File: config.mk
export PLATFORM = sky130hd
export DESIGN_NAME = bounded_deque_with_search_delete
export DESIGN_NICKNAME = d
export VERILOG_FILES = /design/src/rtl/bdq_pkg.sv /design/src/rtl/bdq_ram.sv /design/src/rtl/bdq_ctrl.sv /design/src/rtl/bdq_out.sv /design/src/rtl/bounded_deque_with_search_delete.sv
export SDC_FILE = /design/constraint.sdc
export NUM_CORES = 1
export LEC_CHECK = 0
export BUFFER_PORTS_ARGS = -buffer_cell sky130_fd_sc_hd__buf_2
export CAP_MARGIN = 20
export CORE_UTILIZATION = 65
export DETAILED_ROUTE_END_ITERATION = 10
export PLACE_DENSITY = 0.83
export SYNTH_ARGS = -nofsm -noshare
export SYNTH_HDL_FRONTEND = slang
export SYNTH_SLANG_ARGS = --single-unit
File: constraint.sdc
create_clock -name clk -period 13.8 [get_ports clk]
set_input_delay 0 -clock clk [delete_from_list [all_inputs] [get_ports clk]]
set_output_delay 0 -clock clk [all_outputs]
set_load 0.02 [all_outputs]
File: src/rtl/bdq_pkg.sv
// shared types and constants for the bounded deque with search and delete
// no dependencies; used by bdq_ctrl, bdq_out and the top level by scoped names
`timescale 1ns / 1ps

package bdq_pkg;

  // store geometry
  localparam int CAPACITY = 16;
  localparam int IDX_W    = $clog2(CAPACITY);
  localparam int CNT_W    = $clog2(CAPACITY + 1);

  // field widths of the stream items
  localparam int ACTION_W      = 3;
  localparam int KEY_W         = 32;
  localparam int STATUS_W      = 2;
  localparam int ENTRY_COUNT_W = 5;
  localparam int IN_TDATA_W    = 40;
  localparam int OUT_TDATA_W   = 40;

  // action codes carried in the input transaction
  typedef enum logic [ACTION_W-1:0] {
    ACT_SEARCH    = 3'd0,
    ACT_INS_FRONT = 3'd1,
    ACT_INS_END   = 3'd2,
    ACT_REM_FRONT = 3'd3,
    ACT_REM_END   = 3'd4,
    ACT_REM_VALUE = 3'd5
  } action_t;

  // status codes returned with each result
  typedef enum logic [STATUS_W-1:0] {
    ST_OK       = 2'd0,
    ST_EMPTY    = 2'd1,
    ST_FULL     = 2'd2,
    ST_NOTFOUND = 2'd3
  } status_t;

  // one result item
  typedef struct packed {
    status_t                    status;
    logic                       found;
    logic [KEY_W-1:0]           removed_value;
    logic [ENTRY_COUNT_W-1:0]   entry_count;
  } result_t;

  // access request from the sequencer to the entry store
  typedef struct packed {
    logic             we;
    logic [IDX_W-1:0] waddr;
    logic [KEY_W-1:0] wdata;
    logic             re;
    logic [IDX_W-1:0] raddr;
  } mem_req_t;

endpackage

File: src/rtl/bdq_ram.sv
// generic simple dual-port ram, one write and one registered read per cycle
// no dependencies
`timescale 1ns / 1ps

module bdq_ram #(
  parameter int WIDTH = 32,
  parameter int DEPTH = 16
) (
  input  logic                     clk,
  input  logic                     we,
  input  logic [$clog2(DEPTH)-1:0] waddr,
  input  logic [WIDTH-1:0]         wdata,
  input  logic                     re,
  input  logic [$clog2(DEPTH)-1:0] raddr,
  output logic [WIDTH-1:0]         rdata
);

  logic [WIDTH-1:0] mem [DEPTH];

  // write port
  always_ff @(posedge clk) begin
    if (we) begin
      mem[waddr] <= wdata;
    end
  end

  // registered read port
  always_ff @(posedge clk) begin
    if (re) begin
      rdata <= mem[raddr];
    end
  end

endmodule

File: src/rtl/bdq_ctrl.sv
// sequencer: decodes actions, keeps head and count, scans and closes up the store
// depends on bdq_pkg; drives the entry ram through a request struct
`timescale 1ns / 1ps

module bdq_ctrl (
  input  logic                          clk,
  input  logic                          rst,
  // incoming action
  input  logic                          in_valid,
  output logic                          in_ready,
  input  logic [bdq_pkg::ACTION_W-1:0]  in_action,
  input  logic [bdq_pkg::KEY_W-1:0]     in_key,
  // entry store
  output bdq_pkg::mem_req_t             mem_req,
  input  logic [bdq_pkg::KEY_W-1:0]     mem_rdata,
  // finished result
  output logic                          res_valid,
  input  logic                          res_ready,
  output bdq_pkg::result_t              res
);

  typedef enum logic [7:0] {
    S_IDLE     = 8'b0000_0001,
    S_SCAN_RD  = 8'b0000_0010,
    S_SCAN_CMP = 8'b0000_0100,
    S_SHIFT_RD = 8'b0000_1000,
    S_SHIFT_WR = 8'b0001_0000,
    S_POP_DATA = 8'b0010_0000,
    S_DONE     = 8'b0100_0000
  } state_t;

  state_t                        state, state_next;
  logic [bdq_pkg::IDX_W-1:0]     head, head_next;
  logic [bdq_pkg::CNT_W-1:0]     count, count_next;
  logic [bdq_pkg::CNT_W-1:0]     idx, idx_next;
  bdq_pkg::action_t              act, act_next;
  logic [bdq_pkg::KEY_W-1:0]     key, key_next;
  bdq_pkg::status_t              status, status_next;
  logic                          found, found_next;
  logic [bdq_pkg::KEY_W-1:0]     removed, removed_next;
  logic                          accept;
  logic                          is_full;
  logic                          is_empty;
  logic [bdq_pkg::IDX_W-1:0]     head_dec;
  logic [bdq_pkg::IDX_W-1:0]     head_inc;

  // logical position to physical slot of the circular store
  function automatic logic [bdq_pkg::IDX_W-1:0] phys(
    input logic [bdq_pkg::IDX_W-1:0] h,
    input logic [bdq_pkg::CNT_W-1:0] l
  );
    logic [bdq_pkg::CNT_W:0] s;
    s = (bdq_pkg::CNT_W + 1)'(h) + (bdq_pkg::CNT_W + 1)'(l);
    if (s >= (bdq_pkg::CNT_W + 1)'(bdq_pkg::CAPACITY)) begin
      s = s - (bdq_pkg::CNT_W + 1)'(bdq_pkg::CAPACITY);
    end
    return s[bdq_pkg::IDX_W-1:0];
  endfunction

  assign in_ready  = (state == S_IDLE);
  assign accept    = in_valid && in_ready;
  assign res_valid = (state == S_DONE);
  assign is_full   = (count == bdq_pkg::CNT_W'(bdq_pkg::CAPACITY));
  assign is_empty  = (count == '0);

  // head moves with wrap at the store size
  assign head_dec = (head == '0) ? bdq_pkg::IDX_W'(bdq_pkg::CAPACITY - 1)
                                 : head - 1'b1;
  assign head_inc = (head == bdq_pkg::IDX_W'(bdq_pkg::CAPACITY - 1)) ? '0
                                 : head + 1'b1;

  // result fields
  assign res.status        = status;
  assign res.found         = found;
  assign res.removed_value = removed;
  assign res.entry_count   = bdq_pkg::ENTRY_COUNT_W'(count);

  // sequencer next state and store accesses
  always_comb begin
    state_next   = state;
    head_next    = head;
    count_next   = count;
    idx_next     = idx;
    act_next     = act;
    key_next     = key;
    status_next  = status;
    found_next   = found;
    removed_next = removed;
    mem_req      = '0;

    unique case (state)
      S_IDLE: begin
        if (accept) begin
          act_next     = bdq_pkg::action_t'(in_action);
          key_next     = in_key;
          status_next  = bdq_pkg::ST_OK;
          found_next   = 1'b0;
          removed_next = '0;
          idx_next     = '0;
          state_next   = S_DONE;
          unique case (bdq_pkg::action_t'(in_action))
            bdq_pkg::ACT_SEARCH: begin
              if (!is_empty) begin
                state_next = S_SCAN_RD;
              end
            end
            bdq_pkg::ACT_REM_VALUE: begin
              if (is_empty) begin
                status_next = bdq_pkg::ST_NOTFOUND;
              end else begin
                state_next = S_SCAN_RD;
              end
            end
            bdq_pkg::ACT_INS_FRONT: begin
              if (is_full) begin
                status_next = bdq_pkg::ST_FULL;
              end else begin
                mem_req.we    = 1'b1;
                mem_req.waddr = head_dec;
                mem_req.wdata = in_key;
                head_next     = head_dec;
                count_next    = count + 1'b1;
              end
            end
            bdq_pkg::ACT_INS_END: begin
              if (is_full) begin
                status_next = bdq_pkg::ST_FULL;
              end else begin
                mem_req.we    = 1'b1;
                mem_req.waddr = phys(head, count);
                mem_req.wdata = in_key;
                count_next    = count + 1'b1;
              end
            end
            bdq_pkg::ACT_REM_FRONT: begin
              if (is_empty) begin
                status_next = bdq_pkg::ST_EMPTY;
              end else begin
                mem_req.re    = 1'b1;
                mem_req.raddr = head;
                state_next    = S_POP_DATA;
              end
            end
            bdq_pkg::ACT_REM_END: begin
              if (is_empty) begin
                status_next = bdq_pkg::ST_EMPTY;
              end else begin
                mem_req.re    = 1'b1;
                mem_req.raddr = phys(head, count - 1'b1);
                state_next    = S_POP_DATA;
              end
            end
            default: begin
              // unused codes: nothing changes
            end
          endcase
        end
      end

      S_POP_DATA: begin
        removed_next = mem_rdata;
        count_next   = count - 1'b1;
        if (act == bdq_pkg::ACT_REM_FRONT) begin
          head_next = head_inc;
        end
        state_next = S_DONE;
      end

      S_SCAN_RD: begin
        mem_req.re    = 1'b1;
        mem_req.raddr = phys(head, idx);
        state_next    = S_SCAN_CMP;
      end

      S_SCAN_CMP: begin
        if (mem_rdata == key) begin
          found_next = 1'b1;
          if (act == bdq_pkg::ACT_SEARCH) begin
            state_next = S_DONE;
          end else if ((idx + 1'b1) < count) begin
            state_next = S_SHIFT_RD;
          end else begin
            // match on the last entry: nothing to close up
            count_next = count - 1'b1;
            state_next = S_DONE;
          end
        end else if ((idx + 1'b1) == count) begin
          if (act == bdq_pkg::ACT_REM_VALUE) begin
            status_next = bdq_pkg::ST_NOTFOUND;
          end
          state_next = S_DONE;
        end else begin
          idx_next   = idx + 1'b1;
          state_next = S_SCAN_RD;
        end
      end

      S_SHIFT_RD: begin
        mem_req.re    = 1'b1;
        mem_req.raddr = phys(head, idx + 1'b1);
        state_next    = S_SHIFT_WR;
      end

      S_SHIFT_WR: begin
        mem_req.we    = 1'b1;
        mem_req.waddr = phys(head, idx);
        mem_req.wdata = mem_rdata;
        idx_next      = idx + 1'b1;
        if ((idx + 2'd2) < count) begin
          state_next = S_SHIFT_RD;
        end else begin
          count_next = count - 1'b1;
          state_next = S_DONE;
        end
      end

      S_DONE: begin
        if (res_ready) begin
          state_next = S_IDLE;
        end
      end

      default: begin
        state_next = S_IDLE;
      end
    endcase
  end

  // control registers
  always_ff @(posedge clk) begin
    if (rst) begin
      state <= S_IDLE;
      head  <= '0;
      count <= '0;
    end else begin
      state <= state_next;
      head  <= head_next;
      count <= count_next;
    end
  end

  // working registers
  always_ff @(posedge clk) begin
    idx     <= idx_next;
    act     <= act_next;
    key     <= key_next;
    status  <= status_next;
    found   <= found_next;
    removed <= removed_next;
  end

endmodule

File: src/rtl/bdq_out.sv
// output register between the sequencer and the result stream
// depends on bdq_pkg for the result struct
`timescale 1ns / 1ps

module bdq_out (
  input  logic             clk,
  input  logic             rst,
  input  logic             in_valid,
  output logic             in_ready,
  input  bdq_pkg::result_t in_res,
  output logic             out_valid,
  input  logic             out_ready,
  output bdq_pkg::result_t out_res
);

  logic full;

  assign in_ready  = !full || out_ready;
  assign out_valid = full;

  // occupancy of the holding register
  always_ff @(posedge clk) begin
    if (rst) begin
      full <= 1'b0;
    end else if (in_valid && in_ready) begin
      full <= 1'b1;
    end else if (out_ready) begin
      full <= 1'b0;
    end
  end

  // held result
  always_ff @(posedge clk) begin
    if (in_valid && in_ready) begin
      out_res <= in_res;
    end
  end

endmodule

File: src/rtl/bounded_deque_with_search_delete.sv
// top level of the bounded deque with search and delete
// depends on bdq_pkg, bdq_ram, bdq_ctrl and bdq_out
`timescale 1ns / 1ps
//
//  channel   | dir | tdata (low bit up)                               | tuser/tlast
//  ----------+-----+--------------------------------------------------+------------
//  s_axis    | in  | action[2:0], key_value[34:3], zero pad           | none
//  m_axis    | out | status[1:0], found[2], removed_value[34:3],      | none
//            |     | entry_count[39:35]                               |
//
//  one action at a time; entries sit in a circular ram with a registered read port
//  inserts write as taken; errors skip the store; front/end removals read, then pop
//  search reads, then compares, each entry; value removal moves each later one up
//  reset empties the deque at once; the ram contents need no clearing
//  a waiting result sits in the output register, so the next action may start meanwhile

module bounded_deque_with_search_delete (
  input  logic                             clk,
  input  logic                             rst,
  input  logic                             s_tvalid,
  output logic                             s_tready,
  // action[2:0], key_value[34:3], zero pad[39:35]
  input  logic [bdq_pkg::IN_TDATA_W-1:0]   s_tdata,
  output logic                             m_tvalid,
  input  logic                             m_tready,
  // status[1:0], found[2], removed_value[34:3], entry_count[39:35]
  output logic [bdq_pkg::OUT_TDATA_W-1:0]  m_tdata
);

  bdq_pkg::mem_req_t             mem_req;
  logic [bdq_pkg::KEY_W-1:0]     mem_rdata;
  logic                          res_valid;
  logic                          res_ready;
  bdq_pkg::result_t              res;
  bdq_pkg::result_t              out_res;

  // sequencer
  bdq_ctrl u_ctrl (
    .clk       (clk),
    .rst       (rst),
    .in_valid  (s_tvalid),
    .in_ready  (s_tready),
    .in_action (s_tdata[bdq_pkg::ACTION_W-1:0]),
    .in_key    (s_tdata[bdq_pkg::ACTION_W +: bdq_pkg::KEY_W]),
    .mem_req   (mem_req),
    .mem_rdata (mem_rdata),
    .res_valid (res_valid),
    .res_ready (res_ready),
    .res       (res)
  );

  // entry store
  bdq_ram #(
    .WIDTH (bdq_pkg::KEY_W),
    .DEPTH (bdq_pkg::CAPACITY)
  ) u_ram (
    .clk   (clk),
    .we    (mem_req.we),
    .waddr (mem_req.waddr),
    .wdata (mem_req.wdata),
    .re    (mem_req.re),
    .raddr (mem_req.raddr),
    .rdata (mem_rdata)
  );

  // result holding register
  bdq_out u_out (
    .clk       (clk),
    .rst       (rst),
    .in_valid  (res_valid),
    .in_ready  (res_ready),
    .in_res    (res),
    .out_valid (m_tvalid),
    .out_ready (m_tready),
    .out_res   (out_res)
  );

  // pack the result transaction
  assign m_tdata = {out_res.entry_count, out_res.removed_value,
                    out_res.found, out_res.status};

endmodule
==> reports/results.txt, run 1 <==
status -> finished, final reports clean
die span in y -> 208 um
Tightest Hold Check Type -> input pin to register
all-layer global routing usage -> 32.2%
Clk Latency, worst-skew pair -> 590 ps
Via-to-Cell Ratio -> 6.81
sequential area share after synthesis -> 72.8%
wirelength, routed -> 68,900 um
final weighted congestion of routability-driven global placement -> 0.901
setup repair after global routing missed its margin -> no
worst IR drop on VDD -> 0.0000911 V
fraction of registers with async set or reset after synthesis -> 0%
cts-stage hold buffer count -> 39
cell types with the largest area share after synthesis -> sky130_fd_sc_hd__edfxtp_1 (72%), sky130_fd_sc_hd__nand2_1 (4.0%), sky130_fd_sc_hd__a21oi_1 (2.8%), sky130_fd_sc_hd__mux2i_1 (2.5%), sky130_fd_sc_hd__a221oi_1 (2.0%)
final total negative setup slack -> 0 ps
final worst-path cycle share -> 32.0%
number of setup buffers added after CTS -> 0
layout overhead on the synthesized area -> 12.0%
Min-Delay Startpoint -> s_tdata[19]
largest net degree at the start of global routing -> 160
time the worst path needs with I/O delays and setup -> 4420 ps
number of global-route vias before repair -> 17,300
CTS sink cnt -> 676
Rel. slew slack -> 20.2%
post-layout net count -> 2,076
row count -> 75
CTS tree -> done
number of CTS-inserted buffers -> 66
number of cells on the worst reg-to-reg path -> 10
class of the most critical setup path -> register to register
number of port buffers -> 80
endpoint type of the worst setup path -> register
Synth Cell Area -> 27,600 um2
number of nets in the synthesized netlist -> 1,973
number of top-level pins -> 86
drc violations -> 0
ANT cells -> 0
number of different library cells in the post-synthesis netlist -> 72
initial antenna violation count -> 0
Die X -> 208 um
Cells on Worst Hold Path -> 2
total of endpoints with negative setup slack in the final report -> 0
type of origin of the critical path -> register
Yosys top cell by area -> sky130_fd_sc_hd__edfxtp_1
mean post-synth cell area -> 14.6 um2
Worst R2R Start -> u_ctrl.count[0]
wire length per cell -> 26.7 um
minimum setup slack among reg-to-reg paths -> 9380 ps
Gates resized, CTS repair -> 0
Clock Pin Slew Worst Setup and Hold Paths -> 60 ps
number of flops mapped to enable cells by yosys -> 659
maximum operating frequency -> 226 MHz
largest fanout of any net on the critical path -> 95
synthesized instance count -> 1,896
RR Endpoint -> u_ram.rdata[26]
starting density of the core -> 65.9%
Min-Delay Endpoint -> u_ctrl.key[16]
number of warnings printed during yosys synthesis -> 0
iteration count of the initial detailed-routing pass -> 8
final core utilization -> 73.8%
number of nets still failing antenna checks after routing -> 0
ranking of synthesized cells by instance count -> sky130_fd_sc_hd__edfxtp_1 (659), sky130_fd_sc_hd__nand2_1 (298), sky130_fd_sc_hd__a21oi_1 (155)
Least-Margin Pin Slew -> 1190 ps
Fin. Hold Viols -> 0
DP Wirelength -> 37,600 um
fraction of layout cells with a size suffix above 1 -> 12.1%
max-cap violation count -> 0
root buf cell -> sky130_fd_sc_hd__clkbuf_16
total grt overflow -> 0
standby leakage power -> 11.0 nW
synthesis-stage register bit count -> 676
total vias in the final route -> 17,600
Worst Path Required -> 14,240 ps
most instantiated library cell after synthesis -> sky130_fd_sc_hd__edfxtp_1
first-pass GRT wire length -> 103,000 um
portion of synthesized cell area occupied by the leading cell type -> 71.6%
floorplan die area -> 43,400 um2
Cell Pwr Density -> 138 nW/um2
number of H-tree levels -> 3
top_reg_cell synth -> sky130_fd_sc_hd__edfxtp_1
max-slew violation count -> 0
data arrival time of the critical path -> 4860 ps
CTS Buffer Depth -> 3
Setup Skew -> 20.7 ps
Iteration-0 DRC Markers -> 2,625
core region area -> 41,900 um2
critical path, cell delays in order, from the launching register on:
cell and delay [ps]:
sky130_fd_sc_hd__dfxtp_1 520, sky130_fd_sc_hd__inv_1 180, sky130_fd_sc_hd__ha_1 360, sky130_fd_sc_hd__nor4bb_1 390
sky130_fd_sc_hd__o2111ai_2 240, sky130_fd_sc_hd__nand2_4 650, sky130_fd_sc_hd__buf_4 970, sky130_fd_sc_hd__nand2_1 130
sky130_fd_sc_hd__a32o_1 300, sky130_fd_sc_hd__a311o_1 350, sky130_fd_sc_hd__a22oi_2 140
registers in the layout, summed over array words and instances (netlist names), 4 cells and up:
signal          count
u_ctrl.count        5
u_ram.rdata        32
u_ctrl.head         4
u_ctrl.idx          5
u_ram.mem         512
u_ctrl.key         32
u_ctrl.state        7
u_ctrl.removed     32
u_out.out_res      40
where the power goes:
part	total, mW	internal (mW)	switching, mW
combinational	0.253	0.0863	0.167
sequential	2.34	2.31	0.0277
clock	1.68	0.956	0.726
how the worst max path moves through the flow:
| stage | startpoint | endpoint | slack (ps) | cells after the start |
|---|---|---|---|---|
| final | u_ctrl.count[0] | u_ram.rdata[26] | 9380 | 10 |
| after global placement | u_ctrl.count[0] | u_ram.rdata[15] | 9480 | 10 |
| after global routing | u_ctrl.count[0] | u_ram.rdata[14] | 9160 | 10 |
| after detailed placement | u_ctrl.count[0] | u_ram.rdata[5] | 9430 | 10 |
| after floorplan | u_ctrl.state[2] | u_ram.rdata[0] | 9040 | 6 |
| after CTS | u_ctrl.count[0] | u_ram.rdata[26] | 9420 | 10 |
metrics by stage:
| step | instance area [um2] | power (mW) | worst slack, ps | hold slack (ps) | instances |
|---|---|---|---|---|---|
| final | 31000 | 4.28 | 9380 | 165 | 2584 |
| after global routing | 31000 | 4.38 | 9160 | 166 | 2584 |
| after CTS | 31000 | 4.27 | 9420 | 150 | 2584 |
| after detailed placement | 28600 | 2.62 | 9430 | 208 | 2431 |
| after global placement | 28600 | 2.61 | 9480 | 206 | 2429 |
| after floorplan | 27600 | 2.53 | 9040 | 79.3 | 1896 |
placed cells by master, fill, tap and decap left out, types with 11 or more instances in the layout:
cell type / synthesis / routed
sky130_fd_sc_hd__a22oi_2: 10 / 11
sky130_fd_sc_hd__mux2_2: 11 / 11
sky130_fd_sc_hd__clkbuf_1: 46 / 15
sky130_fd_sc_hd__nor3_1: 27 / 27
sky130_fd_sc_hd__a221oi_1: 63 / 63
sky130_fd_sc_hd__dfxtp_1: 17 / 17
sky130_fd_sc_hd__nand4_1: 15 / 15
sky130_fd_sc_hd__nor2_1: 44 / 28
sky130_fd_sc_hd__edfxtp_1: 659 / 659
sky130_fd_sc_hd__dlygate4sd3_1: 0 / 39
sky130_fd_sc_hd__inv_1: 20 / 20
sky130_fd_sc_hd__clkbuf_16: 0 / 68
sky130_fd_sc_hd__nand3_1: 75 / 75
sky130_fd_sc_hd__xnor2_1: 51 / 51
sky130_fd_sc_hd__nand2_1: 298 / 297
sky130_fd_sc_hd__a21oi_1: 155 / 155
sky130_fd_sc_hd__o21ai_0: 12 / 11
sky130_fd_sc_hd__clkinv_1: 0 / 20
sky130_fd_sc_hd__buf_2: 47 / 80
sky130_fd_sc_hd__a22o_1: 34 / 34
sky130_fd_sc_hd__mux2i_1: 69 / 69
sky130_fd_sc_hd__ha_1: 29 / 29
sky130_fd_sc_hd__buf_4: 11 / 30
sky130_fd_sc_hd__and2_1: 34 / 32
sky130_fd_sc_hd__a31oi_1: 28 / 28
sky130_fd_sc_hd__nor2_4: 0 / 16
layer usage:
metal,up-vias,wire length [um],track usage [%]
met3,209,8480,7.25
met1,8523,24700,42.5
met4,0,2670,14.9
met2,1368,33000,51.4
met5,-,0,0
li1,7491,-,-
cells by family after synthesis:
logic type	synth area share, %
AOI/OAI and AO/OA	9.49
DFF	72.8
xor gates and xnor gates	1.77
muxes	2.95
and+or+nand+nor	9.01
buffers and inverters	2.37
adders and majority gates	1.60
area by class of cell:
cell class	instances	area (um2)
tap	539	674
fill	2292	11000
clock buffer	83	1760
timing repair buffer	152	1060
sequential	676	20100
multi-input combinational	1083	7030
clock inverter	31	228
inverter	20	75.1
No activity file was read; power rests on OpenSTA's default activity.
==> run 2, diff against run 1 <==
--- a/config.mk
+++ b/config.mk
@@ -5,11 +5,12 @@
 export SDC_FILE = /design/constraint.sdc
 export NUM_CORES = 1
 export LEC_CHECK = 0
+export ABC_AREA = 1
 export BUFFER_PORTS_ARGS = -buffer_cell sky130_fd_sc_hd__buf_2
 export CAP_MARGIN = 20
-export CORE_UTILIZATION = 65
+export CORE_UTILIZATION = 62
 export DETAILED_ROUTE_END_ITERATION = 10
-export PLACE_DENSITY = 0.83
+export PLACE_DENSITY = 0.79
 export SYNTH_ARGS = -nofsm -noshare
 export SYNTH_HDL_FRONTEND = slang
 export SYNTH_SLANG_ARGS = --single-unit
==> constraint.sdc (replaced) <==
create_clock -name clk -period 4.3 [get_ports clk]
set_input_delay 0 -clock clk [delete_from_list [all_inputs] [get_ports clk]]
set_output_delay 0 -clock clk [all_outputs]
set_load 0.02 [all_outputs]
==> run 2 against run 1 <==
  * Register-to-register slack worse by 8700 ps
  * Flip-flop and latch count unchanged
  * Worst setup slack worse by 8700 ps
  * Maximum frequency up 24%
  * Clock skew up 5.4 ps
  * Clock power rose to 3.4 times the previous value
  * Via count up 21%
  * Critical endpoint is now u_ram.rdata[18]
  * Largest power group unchanged
==> reports/results.txt, run 2 <==
status -> finished, final reports clean (unchanged)
Clk Latency, worst-skew pair -> 610 ps (was 590 ps)
top_reg_cell synth -> sky130_fd_sc_hd__edfxtp_1 (unchanged)
number of flops mapped to enable cells by yosys -> 659 (unchanged)
synthesis-stage register bit count -> 676 (unchanged)
most frequent standard cell in the layout excluding fill and tap cells -> sky130_fd_sc_hd__nand2_1 (was sky130_fd_sc_hd__edfxtp_1)
final total negative setup slack -> 0 ps (unchanged)
max-cap violation count -> 0 (unchanged)
iteration count of the initial detailed-routing pass -> 6 (was 8)
Synth Cell Area -> 30,100 um2 (was 27,600 um2)
starting density of the core -> 63.0% (was 65.9%)
number of CTS-inserted buffers -> 71 (was 66)
fraction of power consumed by the clock network -> 33.9% (was 39.3%)
most instantiated library cell after synthesis -> sky130_fd_sc_hd__nand2_1 (was sky130_fd_sc_hd__edfxtp_1)
internal portion of total power -> 12.0 mW (was 3.35 mW)
data arrival time of the critical path -> 3930 ps (was 4860 ps)
time the worst path needs with I/O delays and setup -> 3580 ps (was 4420 ps)
final weighted congestion of routability-driven global placement -> 0.913 (was 0.901)
initial antenna violation count -> 2 (was 0)
setup repair after global routing missed its margin -> no (unchanged)
max-slew violation count -> 0 (unchanged)
Via-to-Cell Ratio -> 6.03 (was 6.81)
number of warnings printed during yosys synthesis -> 0 (unchanged)
maximum operating frequency -> 280 MHz (was 226 MHz)
fraction of layout cells with a size suffix above 1 -> 9.99% (was 12.1%)
largest fanout of any net on the critical path -> 13 (was 95)
Rel. slew slack -> 29.4% (was 20.2%)
sequential area share after synthesis -> 66.8% (was 72.8%)
wire length per cell -> 21.4 um (was 26.7 um)
drc violations -> 0 (unchanged)
CTS Buffer Depth -> 3 (unchanged)
Yosys top cell by area -> sky130_fd_sc_hd__edfxtp_1 (unchanged)
final worst-path cycle share -> 83.1% (was 32.0%)
class of the most critical setup path -> register to register (unchanged)
worst IR drop on VDD -> 0.000350 V (was 0.0000911 V)
number of global-route vias before repair -> 20,400 (was 17,300)
number of port buffers -> 80 (unchanged)
type of origin of the critical path -> register (unchanged)
register containing the most flip-flops in the final layout -> u_ram.mem (unchanged)
Overall Power -> 16.7 mW (was 4.28 mW)
Clock Pin Slew Worst Setup and Hold Paths -> 60 ps (about the same)
synthesized instance count -> 2,744 (was 1,896)
post-layout net count -> 2,952 (was 2,076)
first-pass GRT wire length -> 116,000 um (was 103,000 um)
largest registers -> u_ram.mem (512), u_out.out_res (40) (unchanged)
Setup Skew -> 26.1 ps (was 20.7 ps)
CTS sink cnt -> 676 (unchanged)
reported net switching power -> 4.76 mW (was 0.920 mW)
number of nets still failing antenna checks after routing -> 0 (unchanged)
total grt overflow -> 0 (unchanged)
CTS tree -> done (unchanged)
die span in y -> 222 um (was 208 um)
wirelength, routed -> 75,800 um (was 68,900 um)
endpoint type of the worst setup path -> register (unchanged)
Die X -> 222 um (was 208 um)
all-layer global routing usage -> 31.0% (was 32.2%)
Fin. Hold Viols -> 0 (unchanged)
floorplan die area -> 49,500 um2 (was 43,400 um2)
number of different library cells in the post-synthesis netlist -> 41 (was 72)
fraction of registers with async set or reset after synthesis -> 0% (unchanged)
Iteration-0 DRC Markers -> 3,136 (was 2,625)
Tightest Hold Check Type -> input pin to register (unchanged)
cell types with the largest area share after synthesis -> sky130_fd_sc_hd__edfxtp_1 (66%), sky130_fd_sc_hd__nand2_1 (8.7%), sky130_fd_sc_hd__nand3_1 (8.0%), sky130_fd_sc_hd__nand3b_1 (4.1%), sky130_fd_sc_hd__inv_1 (3.5%) (was sky130_fd_sc_hd__edfxtp_1 (72%), sky130_fd_sc_hd__nand2_1 (4.0%), sky130_fd_sc_hd__a21oi_1 (2.8%), sky130_fd_sc_hd__mux2i_1 (2.5%), sky130_fd_sc_hd__a221oi_1 (2.0%))
sequential share of power -> 47.8% (was 54.7%)
portion of synthesized cell area occupied by the leading cell type -> 65.7% (was 71.6%)
switching power share of the total -> 28.4% (was 21.5%)
row count -> 80 (was 75)
number of H-tree levels -> 3 (unchanged)
Worst Path Required -> 4650 ps (was 14,240 ps)
number of nets in the synthesized netlist -> 2,821 (was 1,973)
flip-flop count of the largest register after layout -> 512 (unchanged)
total of endpoints with negative setup slack in the final report -> 0 (unchanged)
Least-Margin Pin Slew -> 1060 ps (was 1190 ps)
DP Wirelength -> 43,800 um (was 37,600 um)
root buf cell -> sky130_fd_sc_hd__clkbuf_16 (unchanged)
hold_ws -> 132 ps (was 165 ps)
ranking of synthesized cells by instance count -> sky130_fd_sc_hd__nand2_1 (700), sky130_fd_sc_hd__edfxtp_1 (659), sky130_fd_sc_hd__nand3_1 (483) (was sky130_fd_sc_hd__edfxtp_1 (659), sky130_fd_sc_hd__nand2_1 (298), sky130_fd_sc_hd__a21oi_1 (155))
standby leakage power -> 13.4 nW (was 11.0 nW)
number of top-level pins -> 86 (unchanged)
total vias in the final route -> 21,300 (was 17,600)
most frequent cells in the layout -> sky130_fd_sc_hd__nand2_1 (699), sky130_fd_sc_hd__edfxtp_1 (659), sky130_fd_sc_hd__nand3_1 (482) (was sky130_fd_sc_hd__edfxtp_1 (659), sky130_fd_sc_hd__nand2_1 (297), sky130_fd_sc_hd__a21oi_1 (155))
largest net degree at the start of global routing -> 119 (was 160)
layout overhead on the synthesized area -> 12.8% (was 12.0%)
core region area -> 47,800 um2 (was 41,900 um2)
mean post-synth cell area -> 11.0 um2 (was 14.6 um2)
Combinational Power Share -> 18.3% (was 5.9%)
Cell Pwr Density -> 492 nW/um2 (was 138 nW/um2)
run 2: cell type report:
class | count | area (um2)
inverter | 281 | 1060
clock inverter | 31 | 243
multi-input combinational | 1642 | 8360
sequential | 676 | 20100
timing repair buffer | 203 | 1580
tap | 615 | 769
clock buffer | 89 | 1870
fill | 3162 | 13800
antenna | 1 | 2.50
run 2: final timing paths:
check | startpoint | to | slack [ps] | depth (start not counted)
worst min register to register | u_ctrl.removed[7] | u_out.out_res[12] | 420 | 0
worst max-delay path | u_ctrl.count[1] | u_ram.rdata[18] | 720 | 14
worst min-delay path | s_tdata[15] | u_ctrl.key[12] | 130 | 2
worst max register to register | u_ctrl.count[1] | u_ram.rdata[18] | 720 | 14
run 2: power groups by stage:
stage	Clock (mW)	Sequential (mW)	Combinational [mW]
after floorplan	0	8.11	2.04
after global placement	0	8.12	2.89
after detailed placement	0	8.13	2.97
after CTS	5.71	8.00	3.03
after global routing	5.96	8.04	3.40
final	5.68	8.01	3.06
run 2: repair_timing:
action                                 CTS  global route
setup endpoints to repair                0             0
endpoints found under the hold margin  450             0
buffers inserted                         0             0
resized for setup                        0             0
hold buffers                            39             0
run 2: kinds of logic (layout without fill, tap and decap cells):
group / count (synthesis) / count (layout) / synth area share (%)
and+or+nand+nor: 1484 / 1484 / 22.9
DFF: 676 / 676 / 66.8
buffers and inverters: 426 / 604 / 6.17
AOI/OAI and AO/OA: 91 / 91 / 1.64
adders and majority gates: 33 / 33 / 1.47
xor gates and xnor gates: 33 / 33 / 0.984
muxes: 1 / 1 / 0.0332
other: 0 / 1 / 0
run 2: metal layers:
metal  vias to the layer above  global-route usage, %  part of all wire, %
met5                         -                      0                    0
met4                         0                   12.5                  3.2
met3                       203                   5.14                   12
met2                      1470                   48.2                   46
met1                     10000                   44.0                   39
li1                       9640                      -                    -
run 2: through the flow:
| step | utilization (%) | worst slack (ps) | instance area (um2) | instances |
|---|---|---|---|---|
| floorplan | - | 227 | 30100 | 2744 |
| global placement | 65.8 | 804 | 31500 | 3376 |
| detailed placement | 65.8 | 821 | 31500 | 3376 |
| finish | 71.1 | 725 | 34000 | 3538 |
| global route | 71.1 | 501 | 34000 | 3537 |
| CTS | 71.0 | 790 | 34000 | 3535 |
run 2: worst max-delay path, cell delays in order, from the launching register on:
cell	delay, ps
sky130_fd_sc_hd__dfxtp_1	500
sky130_fd_sc_hd__inv_1	200
sky130_fd_sc_hd__ha_1	400
sky130_fd_sc_hd__inv_1	60
sky130_fd_sc_hd__ha_1	270
sky130_fd_sc_hd__a21o_1	170
sky130_fd_sc_hd__a21oi_1	150
sky130_fd_sc_hd__nand2_1	80
sky130_fd_sc_hd__nand3_1	90
sky130_fd_sc_hd__nand2_1	120
sky130_fd_sc_hd__nand2_1	110
sky130_fd_sc_hd__nand3_2	490
sky130_fd_sc_hd__buf_4	440
sky130_fd_sc_hd__nand3_1	140
sky130_fd_sc_hd__nand2_1	70
